### src/design/srcd_pkg.sv
// ----------------------------------------------------------------------------
// srcd_pkg - shared types and constants for the stepper ramp clock divider
// Register indexes, field widths and the word queued between front and back.
// ----------------------------------------------------------------------------
package srcd_pkg;

   localparam int WORD_BITS = 32;
   localparam int ACC_BITS  = 20;
   localparam int VEL_BITS  = 16;
   localparam int STEP_BITS = 16;
   localparam int CNT_BITS  = 24;
   localparam int IDX_BITS  = 2;

   localparam logic [IDX_BITS-1:0] REG_ACCEL = 2'd0;
   localparam logic [IDX_BITS-1:0] REG_VEL   = 2'd1;
   localparam logic [IDX_BITS-1:0] REG_CLOCK = 2'd2;
   localparam logic [IDX_BITS-1:0] REG_STEP  = 2'd3;

   localparam logic [WORD_BITS-1:0] BAND_LOW  = 32'd60;
   localparam logic [WORD_BITS-1:0] BAND_MID  = 32'd80;
   localparam logic [WORD_BITS-1:0] BAND_HIGH = 32'd240;

   localparam int QUEUE_DEPTH = 2;

   // classified word from front to back
   typedef struct packed {
      logic                 cruise;
      logic [CNT_BITS-1:0]  ramp_pos;
   } cmd_type;

   typedef enum logic [3:0] {
      ST_IDLE, ST_LEN1, ST_LEN2, ST_LEN3, ST_UNI, ST_RAMPQ, ST_RAMPM,
      ST_SQRT, ST_BAND, ST_DIV, ST_DONE
   } back_state_type;

endpackage

### src/design/stepper_ramp_clock_divider.sv
// ----------------------------------------------------------------------------
// stepper_ramp_clock_divider - trapezoidal stepper step rate and clock divider
// Front stage queues commands; back stage sequences divisions and square root.
// ----------------------------------------------------------------------------
// Sequencing: the serial divider is used up to four times per word, and the
//    square root is added for ramp words inside the ramp.
// Queueing: a two-entry queue takes new request words while the back stage
//    works and while a response word waits, as long as it is not full.
// Reset: synchronous, active high; state and config registers are reset.
module stepper_ramp_clock_divider (
   input  logic        clock,
   input  logic        reset,
   input  logic        req_tvalid,
   output logic        req_tready,
   input  logic [47:0] req_tdata,   // steps_from_start[23:0], steps_to_end[47:24]
   input  logic        req_tuser,   // action
   output logic        rsp_tvalid,
   input  logic        rsp_tready,
   output logic [63:0] rsp_tdata,   // step_frequency[31:0], clock_divider[63:32]
   input  logic        csr_valid,
   output logic        csr_ready,
   input  logic [1:0]  csr_index,
   input  logic [31:0] csr_data
);
   import srcd_pkg::*;

   logic [ACC_BITS-1:0]  accel_ff;
   logic [VEL_BITS-1:0]  vel_ff;
   logic [WORD_BITS-1:0] clk_ff;
   logic [STEP_BITS-1:0] step_ff;
   logic                 cmd_valid, cmd_ready;
   cmd_type              cmd;

   assign csr_ready = 1'b1;

   // configuration registers
   always_ff @(posedge clock) begin
      if (reset) begin
         accel_ff <= '0;
         vel_ff   <= '0;
         clk_ff   <= 32'd1000000;
         step_ff  <= STEP_BITS'(1);
      end else if (csr_valid) begin
         unique case (csr_index)
            REG_ACCEL: accel_ff <= csr_data[ACC_BITS-1:0];
            REG_VEL:   vel_ff   <= csr_data[VEL_BITS-1:0];
            REG_CLOCK: clk_ff   <= csr_data;
            REG_STEP:  step_ff  <= csr_data[STEP_BITS-1:0];
            default:   ;
         endcase
      end
   end

   srcd_front u_front (
      .clock(clock), .reset(reset), .req_tvalid(req_tvalid),
      .req_tready(req_tready), .req_tdata(req_tdata), .req_tuser(req_tuser),
      .cmd_valid(cmd_valid), .cmd_ready(cmd_ready), .cmd(cmd)
   );

   srcd_back u_back (
      .clock(clock), .reset(reset), .cmd_valid(cmd_valid),
      .cmd_ready(cmd_ready), .cmd(cmd), .accel(accel_ff), .vel(vel_ff),
      .clk_freq(clk_ff), .step(step_ff), .rsp_tvalid(rsp_tvalid),
      .rsp_tready(rsp_tready), .rsp_tdata(rsp_tdata)
   );

`ifndef NO_ASSERTIONS
   a_clock_reg_reset: assert property (@(posedge clock)
      $fell(reset) |-> clk_ff == 32'd1000000)
      else $error("clock register lost reset value");
   a_cmd_flow: assert property (@(posedge clock) disable iff (reset)
      (cmd_valid && cmd_ready) |=> !cmd_ready) else $error("back took two commands");
   a_rsp_hold: assert property (@(posedge clock) disable iff (reset)
      (rsp_tvalid && !rsp_tready) |=> $stable(rsp_tdata))
      else $error("response word changed while stalled");
`endif

endmodule

### src/design/srcd_divider.sv
// ----------------------------------------------------------------------------
// srcd_divider - iterative unsigned divider
// Restoring division, one quotient bit per cycle; zero divisor gives all ones.
// ----------------------------------------------------------------------------
module srcd_divider (
   input  logic                           clock,
   input  logic                           reset,
   input  logic                           start,
   input  logic [srcd_pkg::WORD_BITS-1:0] dividend,
   input  logic [srcd_pkg::WORD_BITS-1:0] divisor,
   output logic                           done,
   output logic [srcd_pkg::WORD_BITS-1:0] quotient
);
   import srcd_pkg::*;

   localparam int CB = $clog2(WORD_BITS + 1);

   logic                 busy_ff, busy_in;
   logic                 done_ff, done_in;
   logic [CB-1:0]        count_ff, count_in;
   logic [WORD_BITS-1:0] quot_ff, quot_in;
   logic [WORD_BITS-1:0] div_ff, div_in;
   logic [WORD_BITS:0]   rem_ff, rem_in;
   logic [WORD_BITS:0]   trial;

   always_comb begin
      busy_in  = busy_ff;
      done_in  = 1'b0;
      count_in = count_ff;
      quot_in  = quot_ff;
      div_in   = div_ff;
      rem_in   = rem_ff;
      trial    = {rem_ff[WORD_BITS-1:0], quot_ff[WORD_BITS-1]};
      if (start) begin
         busy_in  = 1'b1;
         count_in = CB'(WORD_BITS);
         quot_in  = dividend;
         div_in   = divisor;
         rem_in   = '0;
      end else if (busy_ff) begin
         quot_in = {quot_ff[WORD_BITS-2:0], 1'b0};
         if (trial >= {1'b0, div_ff}) begin
            rem_in     = trial - {1'b0, div_ff};
            quot_in[0] = 1'b1;
         end else begin
            rem_in = trial;
         end
         count_in = count_ff - 1'b1;
         if (count_ff == CB'(1)) begin
            busy_in = 1'b0;
            done_in = 1'b1;
         end
      end
   end

   always_ff @(posedge clock) begin
      if (reset) begin
         busy_ff  <= 1'b0;
         done_ff  <= 1'b0;
         count_ff <= '0;
      end else begin
         busy_ff  <= busy_in;
         done_ff  <= done_in;
         count_ff <= count_in;
      end
      quot_ff <= quot_in;
      div_ff  <= div_in;
      rem_ff  <= rem_in;
   end

   assign done     = done_ff;
   // division by zero in restoring form already yields all ones
   assign quotient = quot_ff;

`ifndef NO_ASSERTIONS
   a_done_after_busy: assert property (@(posedge clock) disable iff (reset)
      done_ff |-> $past(busy_ff)) else $error("divider done without work");
   a_no_restart: assert property (@(posedge clock) disable iff (reset)
      start |-> !busy_ff) else $error("divider restarted while busy");
   a_busy_ends: assert property (@(posedge clock) disable iff (reset)
      $fell(busy_ff) |-> done_ff) else $error("divider stopped without done");
`endif

endmodule

### src/design/srcd_front.sv
// ----------------------------------------------------------------------------
// srcd_front - input stage and command queue
// Takes request words, forms the ramp position and queues the command.
// ----------------------------------------------------------------------------
module srcd_front (
   input  logic                           clock,
   input  logic                           reset,
   input  logic                           req_tvalid,
   output logic                           req_tready,
   input  logic [srcd_pkg::CNT_BITS*2-1:0] req_tdata,
   input  logic                           req_tuser,
   output logic                           cmd_valid,
   input  logic                           cmd_ready,
   output srcd_pkg::cmd_type              cmd
);
   import srcd_pkg::*;

   cmd_type            queue_ff [QUEUE_DEPTH];
   logic               wr_ptr_ff, rd_ptr_ff;
   logic [1:0]         fill_ff, fill_in;
   logic [CNT_BITS-1:0] from_v, to_v;
   cmd_type            new_cmd;
   logic               push, pop;

   assign from_v  = req_tdata[CNT_BITS-1:0];
   assign to_v    = req_tdata[2*CNT_BITS-1:CNT_BITS];
   assign new_cmd.cruise   = req_tuser;
   assign new_cmd.ramp_pos = (from_v <= to_v) ? from_v : to_v;

   assign req_tready = (fill_ff != 2'(QUEUE_DEPTH));
   assign push       = req_tvalid && req_tready;
   assign cmd_valid  = (fill_ff != 2'd0);
   assign pop        = cmd_valid && cmd_ready;
   assign cmd        = queue_ff[rd_ptr_ff];

   always_comb begin
      fill_in = fill_ff;
      case ({push, pop})
         2'b10:   fill_in = fill_ff + 2'd1;
         2'b01:   fill_in = fill_ff - 2'd1;
         default: fill_in = fill_ff;
      endcase
   end

   always_ff @(posedge clock) begin
      if (reset) begin
         wr_ptr_ff <= 1'b0;
         rd_ptr_ff <= 1'b0;
         fill_ff   <= 2'd0;
      end else begin
         fill_ff <= fill_in;
         if (push) wr_ptr_ff <= ~wr_ptr_ff;
         if (pop)  rd_ptr_ff <= ~rd_ptr_ff;
      end
      if (push) queue_ff[wr_ptr_ff] <= new_cmd;
   end

`ifndef NO_ASSERTIONS
   a_fill_bound: assert property (@(posedge clock) disable iff (reset)
      fill_ff <= 2'(QUEUE_DEPTH)) else $error("queue overfilled");
   a_fill_track: assert property (@(posedge clock) disable iff (reset)
      (push && !pop) |=> fill_ff == $past(fill_ff) + 2'd1)
      else $error("queue count lost a push");
   a_ptr_gap: assert property (@(posedge clock) disable iff (reset)
      (fill_ff == 2'd0 || fill_ff == 2'd2) |-> wr_ptr_ff == rd_ptr_ff)
      else $error("queue pointers out of step");
`endif

endmodule

### src/design/srcd_back.sv
// ----------------------------------------------------------------------------
// srcd_back - frequency and divider sequencer
// Works one command through a shared divider, square root and band rules.
// ----------------------------------------------------------------------------
module srcd_back (
   input  logic                            clock,
   input  logic                            reset,
   input  logic                            cmd_valid,
   output logic                            cmd_ready,
   input  srcd_pkg::cmd_type               cmd,
   input  logic [srcd_pkg::ACC_BITS-1:0]   accel,
   input  logic [srcd_pkg::VEL_BITS-1:0]   vel,
   input  logic [srcd_pkg::WORD_BITS-1:0]  clk_freq,
   input  logic [srcd_pkg::STEP_BITS-1:0]  step,
   output logic                            rsp_tvalid,
   input  logic                            rsp_tready,
   output logic [2*srcd_pkg::WORD_BITS-1:0] rsp_tdata
);
   import srcd_pkg::*;

   localparam int SQB = $clog2(WORD_BITS/2 + 1);

   back_state_type        state_ff, state_in;
   cmd_type               cmd_ff;
   logic [WORD_BITS-1:0]  t_ff, t_in;
   logic [WORD_BITS-1:0]  f_ff, f_in;
   logic [WORD_BITS-1:0]  len_ff, len_in;
   logic [WORD_BITS-1:0]  sx_ff, sx_in, sr_ff, sr_in, sb_ff, sb_in;
   logic [SQB-1:0]        sc_ff, sc_in;
   logic                  out_valid_ff;
   logic [WORD_BITS-1:0]  out_f_ff, out_d_ff;
   logic                  div_start;
   logic [WORD_BITS-1:0]  div_a, div_b, div_q;
   logic                  div_done;
   logic                  take, degen, in_ramp;
   logic [WORD_BITS-1:0]  prod, step_w, sq_sum;

   srcd_divider u_div (
      .clock(clock), .reset(reset), .start(div_start), .dividend(div_a),
      .divisor(div_b), .done(div_done), .quotient(div_q)
   );

   assign degen     = (step == '0) || (accel == '0);
   assign step_w    = WORD_BITS'(step);
   assign cmd_ready = (state_ff == ST_IDLE);
   assign take      = cmd_valid && cmd_ready;
   assign sq_sum    = sr_ff + sb_ff;
   assign in_ramp   = (WORD_BITS'(cmd_ff.ramp_pos) <= len_ff);

   // next state
   always_comb begin
      state_in = state_ff;
      unique case (state_ff)
         ST_IDLE:  if (take) begin
            if (cmd.cruise) state_in = ST_UNI;
            else if (degen) state_in = cmd.ramp_pos == '0 ? ST_BAND : ST_UNI;
            else state_in = ST_LEN1;
         end
         ST_LEN1:  if (div_done) state_in = ST_LEN2;
         ST_LEN2:  if (div_done) state_in = ST_LEN3;
         ST_LEN3:  state_in = in_ramp ? ST_RAMPQ : ST_UNI;
         ST_UNI:   if (div_done || step == '0)
            state_in = cmd_ff.cruise ? ST_DIV : ST_BAND;
         ST_RAMPQ: if (div_done) state_in = ST_RAMPM;
         ST_RAMPM: state_in = ST_SQRT;
         ST_SQRT:  if (sc_ff == '0) state_in = ST_BAND;
         ST_BAND:  state_in = ST_DIV;
         ST_DIV:   if (div_done || clk_freq == '0) state_in = ST_DONE;
         ST_DONE:  if (!out_valid_ff || rsp_tready) state_in = ST_IDLE;
         default:  state_in = ST_IDLE;
      endcase
   end

   // datapath and divider control
   always_comb begin
      div_start = 1'b0;
      div_a     = '0;
      div_b     = '0;
      t_in      = t_ff;
      f_in      = f_ff;
      len_in    = len_ff;
      sx_in     = sx_ff;
      sr_in     = sr_ff;
      sb_in     = sb_ff;
      sc_in     = sc_ff;
      prod      = '0;
      unique case (state_ff)
         ST_IDLE: if (take) begin
            f_in = WORD_BITS'(1);
            if (cmd.cruise || degen) begin
               if (!(degen && !cmd.cruise && cmd.ramp_pos == '0)) begin
                  div_start = (step != '0);
                  div_a     = WORD_BITS'(32'd1000 * WORD_BITS'(vel));
                  div_b     = step_w;
               end
            end else begin
               div_start = 1'b1;
               div_a     = WORD_BITS'(vel) * WORD_BITS'(vel);
               div_b     = WORD_BITS'(accel);
            end
         end
         ST_LEN1: if (div_done) begin
            div_start = 1'b1;
            div_a     = WORD_BITS'(div_q * WORD_BITS'(1000));
            div_b     = WORD_BITS'(step_w << 1);
         end
         ST_LEN2: if (div_done) begin
            len_in = div_q;
         end
         // inside the ramp: 2000*a/step, else the uniform rate
         ST_LEN3: begin
            div_start = 1'b1;
            div_b     = step_w;
            if (in_ramp) div_a = WORD_BITS'(32'd2000 * WORD_BITS'(accel));
            else div_a = WORD_BITS'(32'd1000 * WORD_BITS'(vel));
         end
         ST_UNI: if (div_done) f_in = div_q;
         ST_RAMPQ: if (div_done) t_in = div_q;
         ST_RAMPM: begin
            prod  = WORD_BITS'(t_ff * (WORD_BITS'(cmd_ff.ramp_pos) + WORD_BITS'(1)));
            sx_in = prod;
            sr_in = '0;
            sb_in = WORD_BITS'(1) << (WORD_BITS - 2);
            sc_in = SQB'(WORD_BITS/2);
         end
         ST_SQRT: if (sc_ff != '0) begin
            if (sx_ff >= sq_sum) begin
               sx_in = sx_ff - sq_sum;
               sr_in = (sr_ff >> 1) + sb_ff;
            end else begin
               sr_in = sr_ff >> 1;
            end
            sb_in = sb_ff >> 2;
            sc_in = sc_ff - 1'b1;
         end else begin
            f_in = sr_ff;
         end
         ST_BAND: begin
            if (f_ff > BAND_MID && f_ff < BAND_HIGH) f_in = BAND_HIGH;
            else if (f_ff < BAND_LOW) f_in = BAND_LOW;
            div_start = (clk_freq != '0);
            div_a     = clk_freq;
         end
         ST_DIV: ;
         ST_DONE: ;
         default: ;
      endcase
      // leaving UNI for cruise or BAND for ramp: clamp and start the divider
      if (state_ff == ST_UNI && (div_done || step == '0) && cmd_ff.cruise) begin
         if (step != '0) f_in = div_q;
         div_start = (clk_freq != '0);
         div_a     = clk_freq;
      end
      if (div_start && (state_ff == ST_BAND || (state_ff == ST_UNI && cmd_ff.cruise)))
      begin
         if (f_in == '0) f_in = WORD_BITS'(1);
         else if (f_in > clk_freq) f_in = clk_freq;
         div_b = f_in;
      end
   end

   always_ff @(posedge clock) begin
      if (reset) begin
         state_ff     <= ST_IDLE;
         out_valid_ff <= 1'b0;
      end else begin
         state_ff <= state_in;
         if (state_ff == ST_DONE && (!out_valid_ff || rsp_tready))
            out_valid_ff <= 1'b1;
         else if (rsp_tready)
            out_valid_ff <= 1'b0;
      end
      if (take) cmd_ff <= cmd;
      t_ff   <= t_in;
      f_ff   <= f_in;
      len_ff <= len_in;
      sx_ff  <= sx_in;
      sr_ff  <= sr_in;
      sb_ff  <= sb_in;
      sc_ff  <= sc_in;
      if (state_ff == ST_DONE && (!out_valid_ff || rsp_tready)) begin
         if (clk_freq == '0) begin
            out_f_ff <= WORD_BITS'(1);
            out_d_ff <= '0;
         end else begin
            out_f_ff <= f_ff;
            out_d_ff <= div_q;
         end
      end
   end

   assign rsp_tvalid = out_valid_ff;
   assign rsp_tdata  = {out_d_ff, out_f_ff};

`ifndef NO_ASSERTIONS
   a_take_idle: assert property (@(posedge clock) disable iff (reset)
      take |=> state_ff != ST_IDLE) else $error("command taken but idle");
   a_freq_nonzero: assert property (@(posedge clock) disable iff (reset)
      rsp_tvalid |-> rsp_tdata[WORD_BITS-1:0] != '0) else $error("zero frequency");
   a_div_start_clean: assert property (@(posedge clock) disable iff (reset)
      div_start |=> !div_done) else $error("divider done too early");
`endif

endmodule
### config.mk
export PLATFORM = sky130hd
export DESIGN_NAME = stepper_ramp_clock_divider
export DESIGN_NICKNAME = d
export VERILOG_FILES = /design/src/design/srcd_pkg.sv /design/src/design/stepper_ramp_clock_divider.sv /design/src/design/srcd_divider.sv /design/src/design/srcd_front.sv /design/src/design/srcd_back.sv
export SDC_FILE = /design/constraint.sdc
export NUM_CORES = 2
export LEC_CHECK = 0
export ABC_AREA = 1
export BUFFER_PORTS_ARGS = -buffer_cell sky130_fd_sc_hd__buf_4
export CORE_MARGIN = 3
export CORE_UTILIZATION = 50
export DETAILED_ROUTE_END_ITERATION = 12
export PLACE_DENSITY = 0.66
export SYNTH_ARGS = -nofsm -noshare
export SYNTH_HDL_FRONTEND = slang
export SYNTH_SLANG_ARGS = --single-unit
### constraint.sdc
create_clock -name clock -period 10.6 [get_ports clock]
set_input_delay 0.53 -clock clock [delete_from_list [all_inputs] [get_ports clock]]
set_output_delay 0.53 -clock clock [all_outputs]
set_load 0.05 [all_outputs]
## Yosys cells after proc, flatten, opt, wreduce, memory -nomap -nowiden

Memories as Yosys holds them, arrays and structs flattened. A register that Yosys moved wholly into a read port is not among the register bits.
Index checks and enable logic that the tools add are counted.

- Memories kept: 1
- Flip-flop bits (word level): 483
- Output and inout bits: 67
- Memory bits (writable): 50
- Word-level logic and storage cells: 197
- Input bits: 88

Memory list:

| memory | words | bits a word | rd ports | clocked after memory_dff | wr ports | line | RTL |
|---|---|---|---|---|---|---|---|
| u_front.queue_ff | 2 | 25 | 1 | 1 | 1 | srcd_front.sv:18 | `cmd_type queue_ff [QUEUE_DEPTH];` |

- Order comparisons: 8
- Multiply operators: 5
- Bitwise logic cells: 3
- Equality and inequality tests: 27
- Mux-type cells: 72
- Add/subtract/negate cells: 9
- Reduce and logical (&&, ||, !) cells: 45

Operators with widths:

| operator | count |
|---|---|
| $mux 32 | 24 |
| $pmux 32 s4 | 2 |
| $pmux 32 s2 | 3 |
| $pmux 32 s3 | 1 |
| $logic_not 32->1 | 2 |
| $sub 32x32->32 | 2 |
| $mux 4 | 11 |
| $pmux 4 s11 | 1 |
| $ge 33x32->1 | 1 |
| $add 31x32->32 | 1 |
| $add 32x32->32 | 1 |
| $ge 32x32->1 | 1 |
| $gt 32x32->1 | 1 |
| $gt 32x7->1 const B | 1 |
| $le 24x32->1 | 1 |
| $lt 32x6->1 const B | 1 |
| $lt 32x8->1 const B | 1 |
| $mul 16x16->32 | 1 |
| $mul 32x32->32 | 1 |
| $mul 32x7->29 const B | 1 |
| $reduce_bool 32->1 | 1 |
| $mux 31 | 1 |
| $mul 7x20->27 const A | 1 |
| $mux 26 | 1 |
| other kinds (44) | 107 |

## Depth between registers and ports, before layout

- Depth after elaboration: 11
- Mapped depth: 38
- Mapped depth without buffers: 37

## Cells and area by module

Synthesis repeated with hierarchy kept, for this count alone.

- Cells, all modules: 8,090
- Area, all modules: 64,285.4 um^2

Modules (own cells, without submodules):

| module | sequential area each (um^2) | cells each | area each (um^2) | times used |
|---|---|---|---|---|
| srcd_back | 7,887.6 | 6,261 | 50,913.8 | 1 |
| srcd_divider | 2,722.6 | 1,000 | 6,856.6 | 1 |
| stepper_ramp_clock_divider | 1,681.6 | 529 | 3,473.3 | 1 |
| srcd_front | 1,601.5 | 300 | 3,041.7 | 1 |

## Least setup slack after synthesis

No wires, ideal clock.

- Path type: flip-flop to flip-flop
- From: register u_back.out_valid_ff, in the netlist u_back.rsp_tvalid
- To: register u_back.out_d_ff[0], enable pin
- Data arrival time: 6.744 ns
- Buffers on the path: 0
- Period minus slack after synthesis: 7.391 ns
- Library setup time: 0.647 ns
- Required time: 9.953 ns
- Slack: 3.209 ns
- Cell stages (with the launch flop): 4
- Cells stage by stage: dfxtp_1 -> inv_1 -> nor2_1 -> nor4_1

- Cells in the longest elaborated chain, start to end: 3

RTL lines:

| item | line | RTL |
|---|---|---|
| start, declared | srcd_back.sv:30 | `logic out_valid_ff;` |
| start signal, assigned | srcd_back.sv:165 | `out_valid_ff <= 1'b0;` |
| start signal, assigned | srcd_back.sv:169 | `out_valid_ff <= 1'b1;` |
| start signal, assigned | srcd_back.sv:171 | `out_valid_ff <= 1'b0;` |
| $logic_not 1->1 | srcd_back.sv:181 | `if (state_ff == ST_DONE && (!out_valid_ff \|\| rsp_tready)) begin` |
| $logic_or 1x1->1 | srcd_back.sv:181 |  |
| $logic_and 1x1->1 | srcd_back.sv:181 |  |
| end signal, assigned | srcd_back.sv:187 | `out_d_ff <= div_q;` |
| end, declared | srcd_back.sv:31 | `logic [WORD_BITS-1:0] out_f_ff, out_d_ff;` |

No other way between the ends.
A chain may end at the register's enable or synchronous reset.

## Worst setup path after layout

- From: register u_back.cmd_ff[0] (netlist bit)
- To: register u_back.sx_ff[27], data pin

- Cells in the longest elaborated chain, start to end: 3

RTL lines:

| item | line | RTL |
|---|---|---|
| start, declared | srcd_back.sv:24 | `cmd_type cmd_ff;` |
| start signal, assigned | srcd_back.sv:173 | `if (take) cmd_ff <= cmd;` |
| $add 24x1->25 | srcd_back.sv:120 | `prod = WORD_BITS'(t_ff * (WORD_BITS'(cmd_ff.ramp_pos) + WORD_BITS'(1)));` |
| $mul 32x32->32 | srcd_back.sv:120 |  |
| $pmux 32 s2 | srcd_back.sv:87 | `unique case (state_ff)` |
| net u_back.sx_in[27] | srcd_back.sv:28 | `logic [WORD_BITS-1:0] sx_ff, sx_in, sr_ff, sr_in, sb_ff, sb_in;` |
| end signal, assigned | srcd_back.sv:177 | `sx_ff <= sx_in;` |
| end, declared | srcd_back.sv:28 |  |

The timed path passes the listed nets, and every way through them passes these cells.

==> summary.txt <==
outcome: finished clean
most used cell, CP: nand2_1
die area: 131,000 um2
syn nets: 9,209
Clock transition at path regs: 0.06 ns
RSZ-0062 raised after global routing: no
Max Cap Viol: 0
Congestion Overflow GR: 0
Die H: 362 um
Post-synth EDFFs: 352
Setup-failing EPs final: 0
Req. time, crit path: 11.01 ns
largest net degree at the start of global routing: 76
Netlist Area Pre-Place: 63,300 um2
DRT iter0 DRCs: 5,324
layout cells sized above 1: 5.78%
Antenna Nets Post-Route: 0
placer congestion estimate: 0.985
IO Pins: 155
Buffers & Inverters on Critical Path: 6
Filler cells: 11.8k
CTS Root Cell: clkbuf_16
post-synthesis sequential area ratio: 22.0%
WP data arrival: 8.89 ns
worst-path fanout max: 32
top cells by area, synth: fa_1 (25%), edfxtp_1 (17%), ha_1 (11%), inv_1 (9.4%), nand2_1 (8.8%)
via count: 54.0k
commonest non-fill, non-tap cell in the layout: inv_1
clock buffer count from CTS: 66
TritonRoute pass-1 iters: 6
number of I/O port buffers: 153
period utilization: 80.0%
Synth area leader: fa_1
count of different cell masters after synthesis: 60
Fin. Hold Viols: 0
Initial Utilization: 50.8%
most frequent cells in the layout: inv_1 (1,581), nand2_1 (1,475), fa_1 (775)
most flop-heavy register: u_front.queue_ff
critical path class: reg2reg
Post-CTS Setup Repair Bufs: 0
first-pass GRT wire length: 321 mm
Num Clock Sinks: 518
Cells after Synth: 7,776
Worst Hold Class: in2reg
drt wl/cell: 22.1 um
CP Launch Type: flop
asr flop ratio synth: 0%
Layout area overhead: 8.13%
vias per std cell: 5.65
Syn Area/Cell: 8.13 um2
dpl hpwl: 171 mm
vias in the first global route: 53.4k
max incr delay on CP: 0.91 ns
max FFs per register: 50
worst skew pair latency: 0.69 ns
crit-path leading delay family: adder cells
Worst setup EP type: flop
Placed Area: 66,100 um2
Longest Clk Path Bufs: 3
Resized Gates After CTS: 0
CTS tree: yes
Core ar.: 125,000 um2
top-area cell type share of the netlist area: 24.5%
drt total wl: 211 mm
Final Max Tran Viols: 0
Die Wd: 362 um
final instance area: 68,400 um2
Final nets: 9,287
max frequency: 118 MHz
initial antenna violation count: 9
# DRC: 0
slowest cell on the critical path: nand2_1
Slew @ Worst Pin: 1.24 ns
Slew headroom: 17.1%
minimum clock period after layout: 8.48 ns
cts hold-fix bufs: 0
synthesized flop and latch total: 518
row count: 129
Setup TNS: 0 ns
DP Worst Slack: 2.23 ns
Layout Skew: 0.0364 ns
Synth warnings: 0
GR Util All Layers: 32.3%
Max H-tree Level: 3
Main synth FF type: edfxtp_1
final worst slack: 2.12 ns
worst reg2reg max path, delay by kind of cell (launching register included):
kind / cells / cell delay (ns)
buffers and inverters: 6 / 0.86
AND/OR/NAND/NOR: 13 / 2.45
adder cells (fa/ha/maj): 8 / 3.63
AO/OA/AOI/OAI: 4 / 0.93
flip-flops: 1 / 0.32
cells in the mapped netlist, types with 17 or more instances:
| cell | number |
|---|---|
| dfxtp_1 | 166 |
| buf_2 | 33 |
| a31oi_1 | 22 |
| o21bai_1 | 24 |
| xnor2_1 | 74 |
| edfxtp_1 | 352 |
| fa_1 | 775 |
| o32ai_1 | 21 |
| nand4_1 | 82 |
| ha_1 | 570 |
| nand3b_2 | 25 |
| inv_2 | 19 |
| o21ai_0 | 482 |
| xor2_1 | 90 |
| a21oi_1 | 473 |
| nor3_1 | 71 |
| o21ai_1 | 52 |
| o211ai_1 | 63 |
| or2_2 | 22 |
| inv_1 | 1582 |
| o31ai_1 | 23 |
| clkbuf_1 | 158 |
| o21a_1 | 20 |
| buf_1 | 17 |
| nor2_1 | 614 |
| nand3_1 | 198 |
| o22ai_1 | 59 |
| nand2_1 | 1476 |
| nor4_1 | 41 |
worst paths after layout:
check	startpoint	slack, ns	to	cells after the start
max	u_back.cmd_ff[0]	2.12	u_back.sx_ff[27]	31
min	req_tuser	0.06	u_front.queue_ff[1][24]	1
max reg2reg	u_back.cmd_ff[0]	2.12	u_back.sx_ff[27]	31
min reg2reg	u_front.rd_ptr_ff	0.45	u_front.rd_ptr_ff	1
logic make-up after synthesis:
logic type	count (synthesis)	synth area share (%)
AND/OR/NAND/NOR	2585	17.1
buffers and inverters	1840	11.2
adder cells (fa/ha/maj)	1345	35.8
AO/OA/AOI/OAI	1319	11.6
flip-flops	518	22.0
XOR/XNOR	164	2.27
multiplexers	4	0.0712
other	1	0.00593
layer usage:
layer	track usage, %	up-vias	share of wire (%)
met5	0	-	0.0071
met4	15.6	2	5.9
met3	4.63	459	7.7
met2	52.0	2275	45
met1	43.1	26300	41
li1	-	25000	-
per-stage QoR:
step / hold slack, ns / util (%) / std cells
floorplan: 0.426 / - / 7776
global placement: 0.434 / 53.1 / 9422
detailed placement: 0.447 / 53.1 / 9422
CTS: 0.0202 / 54.9 / 9542
global route: 0.0321 / 54.9 / 9543
finish: 0.0630 / 54.9 / 9547
cell type report:
| cell class | count | area (um2) | area share, % |
|---|---|---|---|
| Clock buffer | 79 | 1730 | 2.53 |
| Antenna cell | 4 | 10.0 | 0.0146 |
| Clock inverter | 41 | 497 | 0.726 |
| Tap cell | 1637 | 2050 | 2.99 |
| Timing Repair Buffer | 240 | 1820 | 2.66 |
| Inverter | 1610 | 6040 | 8.84 |
| Sequential cell | 518 | 13900 | 20.3 |
| Multi-Input combinational cell | 5418 | 42300 | 61.9 |
Power is not shown: default switching activity piles up to over one toggle a cycle in this logic, so the estimate is an artifact.
